--- config.mk ---
export PLATFORM = sky130hd
export DESIGN_NAME = afc_cfg
export DESIGN_NICKNAME = d
export VERILOG_FILES = /design/src/rtl/afc_pkg.sv /design/src/rtl/afc_cfg.sv
export SDC_FILE = /design/constraint.sdc
export NUM_CORES = 1
export LEC_CHECK = 0
export BUFFER_PORTS_ARGS = -buffer_cell sky130_fd_sc_hd__buf_2
export CAP_MARGIN = 10
export CORE_AREA = 2 2 228 230
export DETAILED_ROUTE_END_ITERATION = 10
export DIE_AREA = 0 0 230 232
export GPL_TIMING_DRIVEN = 0
export PLACE_DENSITY_LB_ADDON = 0.15
export SETUP_SLACK_MARGIN = 0.1
export SYNTH_ARGS = -nofsm -noshare
export SYNTH_HDL_FRONTEND = slang
export SYNTH_SLANG_ARGS = --single-unit
export TNS_END_PERCENT = 5
--- constraint.sdc ---
create_clock -name clk_i -period 0.8 [get_ports clk_i]
set_input_delay 0 -clock clk_i [delete_from_list [all_inputs] [get_ports clk_i]]
set_output_delay 0 -clock clk_i [all_outputs]
set_load 0.02 [all_outputs]
--- src/rtl/afc_pkg.sv ---
// package for the aabb frustum cull core: widths, types, reset values
// and the quadrant helper; no dependencies
package afc_pkg;

  localparam int CoordWidth = 32;
  localparam int CfgIdxWidth = 3;
  localparam int CfgDataWidth = 64;
  localparam int ProdWidth = 64;
  localparam int SumWidth = 67;

  typedef enum logic [CfgIdxWidth-1:0] {
    REG_ROW0_A = 3'd0,
    REG_ROW0_B = 3'd1,
    REG_ROW1_A = 3'd2,
    REG_ROW1_B = 3'd3,
    REG_ROW2_A = 3'd4,
    REG_ROW2_B = 3'd5,
    REG_ROW3_A = 3'd6,
    REG_ROW3_B = 3'd7
  } cfg_reg_e;

  localparam logic [CfgDataWidth-1:0] CfgReset [8] = '{
    64'd65536, 64'd0, 64'd281474976710656, 64'd0,
    64'd0, 64'd65536, 64'd0, 64'd281474976710656
  };

  typedef logic signed [31:0] coef_t;
  typedef logic signed [SumWidth-1:0] sum_t;

  // matrix as coefficients [row][col]
  typedef coef_t mat_t [4][4];

  typedef struct packed {
    logic       valid;
    logic [2:0] bits;
  } ctl_t;

  // bit0 c < -w, bit1 c > w
  function automatic logic [1:0] quad(input sum_t c, input sum_t w);
    logic signed [SumWidth:0] s;
    logic signed [SumWidth:0] d;
    s = {c[SumWidth-1], c} + {w[SumWidth-1], w};
    d = {c[SumWidth-1], c} - {w[SumWidth-1], w};
    quad = {(d > 0), s[SumWidth]};
  endfunction

endpackage

--- src/rtl/afc_cfg.sv ---
// configuration register file, unpacks the matrix into coefficients
// depends on afc_pkg
module afc_cfg
  import afc_pkg::*;
(
  input  logic                    clk_i,
  input  logic                    rst_ni,
  input  logic                    cfg_we_i,
  input  logic [CfgIdxWidth-1:0]  cfg_idx_i,
  input  logic [CfgDataWidth-1:0] cfg_data_i,
  output mat_t                    mat_o
);

  logic [CfgDataWidth-1:0] regs_q [8];

  always_ff @(posedge clk_i or negedge rst_ni) begin
    if (!rst_ni) begin
      for (int i = 0; i < 8; i++) regs_q[i] <= CfgReset[i];
    end else if (cfg_we_i) begin
      regs_q[cfg_idx_i] <= cfg_data_i;
    end
  end

  always_comb begin
    for (int r = 0; r < 4; r++) begin
      for (int c = 0; c < 4; c++) begin
        mat_o[r][c] = coef_t'(regs_q[r*2 + c/2][32*(c%2) +: 32]);
      end
    end
  end

endmodule

==> impl_metrics.yaml <==
floorplanning:
  io_pins: 582
  die_area_sq_um: 53360
  die_w_um: 230
  dieHeight_um: 232
  initial_core_util: 0.3771
  rows: 83
  core_sq_um: 50890
cells_and_area:
  antenna_cells: 0
  largest_reg_flops: 512
  nNetsFinal: 1874
  stdcell_count: 2529
  final_util: 0.5496
  drive_above_1_share: 0.6793
  syn_to_final_growth_pct: 45.76
critical_path:
  startpoint_type: "register"
  rr_worst_depth: 2
  path_class: "register to output port"
  rr_startpoint: "mat_o[118]"
  cp_data_arrival_time_ns: 1.25
  worstPathMaxFanout: 2
  r2r-end: "mat_o[118]"
  crit_path_end_kind: "output port"
  cp_num_buf_inv: 1
  crit_chain: "buf_6"
  crit_path_max_incr_delay_ns: 0.54
  slowest_stage: "dfstp_2"
  crit_family: "flip-flops"
  reg2reg_slack_ns: -0.11
  required_ns: 0.80
place:
  dp_slack_ns: -1.321
  routabilityCongestion: 0.7969
  hpwl_um: 39430
  io_buffer_count: 581
  dp.cells: 2352
global_routing:
  met1_usage: 0.2670
  overflow: 0
  antenna_found_initial: 0
  grt_max_degree: 121
  grt_usage: 0.2132
  grt.busiest_layer: "met2"
  grt_pass1_wl_um: 85130
  use_met3: 0.05292
  grt_use_met2: 0.3471
  grt_pass1_vias: 12710
clock_tree:
  htree_num_levels: 2
  root_buffer: "clkbuf_16"
  clock_path_buffers: 3
  cts_buffers: 54
  postCtsHoldBufs: 64
  clkTransAtPathRegs_ns: 0.06
  clock_sinks: 512
  clock_latency_ns: 0.58
  cts_tree: "yes"
worst_hold_path:
  hp-class: "primary input to asynchronous set/reset pin"
outcome:
  violations: "negative hold slack, negative setup slack"
  status: "finished with violations"
pwr:
  power_mw: 87.87
  power.internal_mw: 60.20
  clkPwrFrac: 0.291
  power.leakage_nw: 13.02
  comb_power_share: 0.307
  ir_drop_uv: 1988
  net-switching-power_mw: 27.66
  p_seq_frac: 0.402
  switching_share: 0.3148
  power_density_nw_per_um2: 3142
yosys:
  yosysWarnings: 0
  syn_nets: 1157
  synth_cell_types: 11
  syn_area_sq_um: 19190
  ys_seq_area_frac: 0.6680
  synth-seq-cells: 512
  syn-instance-count: 1087
  synthMuxAreaShare: 0.3005
  synth-adder-area-share: 0
  synth_xor_area_frac: 0
  synth-compound-area-share: 0
  synth-simple-area-share: 0.004760
  avgSynthCellArea_sq_um: 17.65
  synth_top_family_by_area: "multiplexers"
timing:
  max_freq_ghz: 0.7997
  holdWs_ns: -0.7057
  finClkSkew_ns: 0
  min_period_over_period: 1.563
  slew_headroom: 0.5628
  hold_violations: 254
  drv_slew: 0
  finalWorstSetupSlack_ns: -0.4505
  fin_crit_ns: 1.250
  setup_viol_count_final: 520
  tightest_slew_ns: 0.6558
  rsz0062_at_grt: "yes"
drt:
  routed_via_density: 4.784
  wl_um: 57790
  vias: 12100
  firstDrtPassIters: 4
  drt_iter0_markers: 422
  drc: 0
  antenna_left: 0
  avgRoutedWirePerCell_um: 22.85
flow_run:
  maxCapViolations: 0
## kinds of logic after synthesis
logic type,Yosys count
mux,512
simple gates,8
buf+inv,55
flops,512
## worst reg2reg max path, stage by stage, from the launching register on
cell     delay (ns)
dfrtp_1        0.41
buf_4          0.14
mux2_2         0.25
## cell usage after synthesis, drive strengths merged
library cell,instances,share of area
nor4b,1,0.00078
nand4b,3,0.0014
dfstp,4,0.0055
dfrtp,508,0.66
mux2,512,0.30
nand4,1,0.00065
and4bb,3,0.0020
clkbuf,18,0.013
buf,37,0.014
## metrics by stage
| step | instance area [sq um] | setup TNS, ns |
|---|---|---|
| 6_report | 27970 | -163.03 |
| 5_1_grt | 27970 | -186.63 |
| 4_1_cts | 27430 | -190.64 |
| 3_5_place_dp | 23100 | -661.14 |
| 3_3_place_gp | 22980 | -5701.20 |
| 2_1_floorplan | 19220 | -77.43 |
## power by group through the flow
stage                     combinational, mW  sequential [mW]  clock [mW]
final                                  27.0             35.3        25.6
after global routing                   28.2             36.0        27.3
after CTS                              26.3             35.1        26.2
after detailed placement               22.3             34.7           0
after global placement                 22.1             34.5           0
after floorplan                        5.37             42.0           0
## how the worst max path moves through the flow
stage | end | from | slack (ns) | cells past startpoint
global route | mat_o[16] | mat_o[16] | -0.49 | 1
finish | mat_o[176] | mat_o[176] | -0.45 | 1
global placement | mat_o[385] | rst_ni | -10.63 | 1
floorplan | mat_o[448] | cfg_idx_i[0] | -0.22 | 4
detailed placement | mat_o[385] | rst_ni | -1.32 | 4
CTS | mat_o[176] | mat_o[176] | -0.50 | 1
## per-layer routing
layer,share of wire,vias to the layer above
met4,0.045,0
met2,0.49,365
met3,0.063,122
li1,-,5306
met5,0,-
met1,0.40,6305
## cells in the final DEF, fill, tap and decap left out, drive strengths merged, types with 3 or more instances in the layout
| cell type | synthesis | final |
|---|---|---|
| clkinv | 0 | 10 |
| dfstp | 4 | 4 |
| clkbuf | 18 | 102 |
| dlygate4sd3 | 0 | 64 |
| buf | 37 | 633 |
| nand4b | 3 | 3 |
| bufbuf | 0 | 3 |
| mux2 | 512 | 512 |
| dfrtp | 508 | 508 |
| bufinv | 0 | 4 |
| and4bb | 3 | 3 |
## cell type report
type	instances	area, sq um
Buffer	55	630.6
Clock buffer	86	1645
Clock inverter	15	177.7
Fill cell	4256	22920
Multi-Input combinational cell	520	5904
Sequential cell	512	12820
Tap cell	680	850.8
Timing Repair Buffer	661	5943
## what timing repair did
action,4_1_cts,5_1_grt
resized for setup,550,154
gates cloned,4,0
pin swaps,0,0
buffers inserted,0,8
setup endpoints to repair,1331,1085
hold endpoints to repair,761,205
Note: power is estimated with default switching activity, not from simulation.
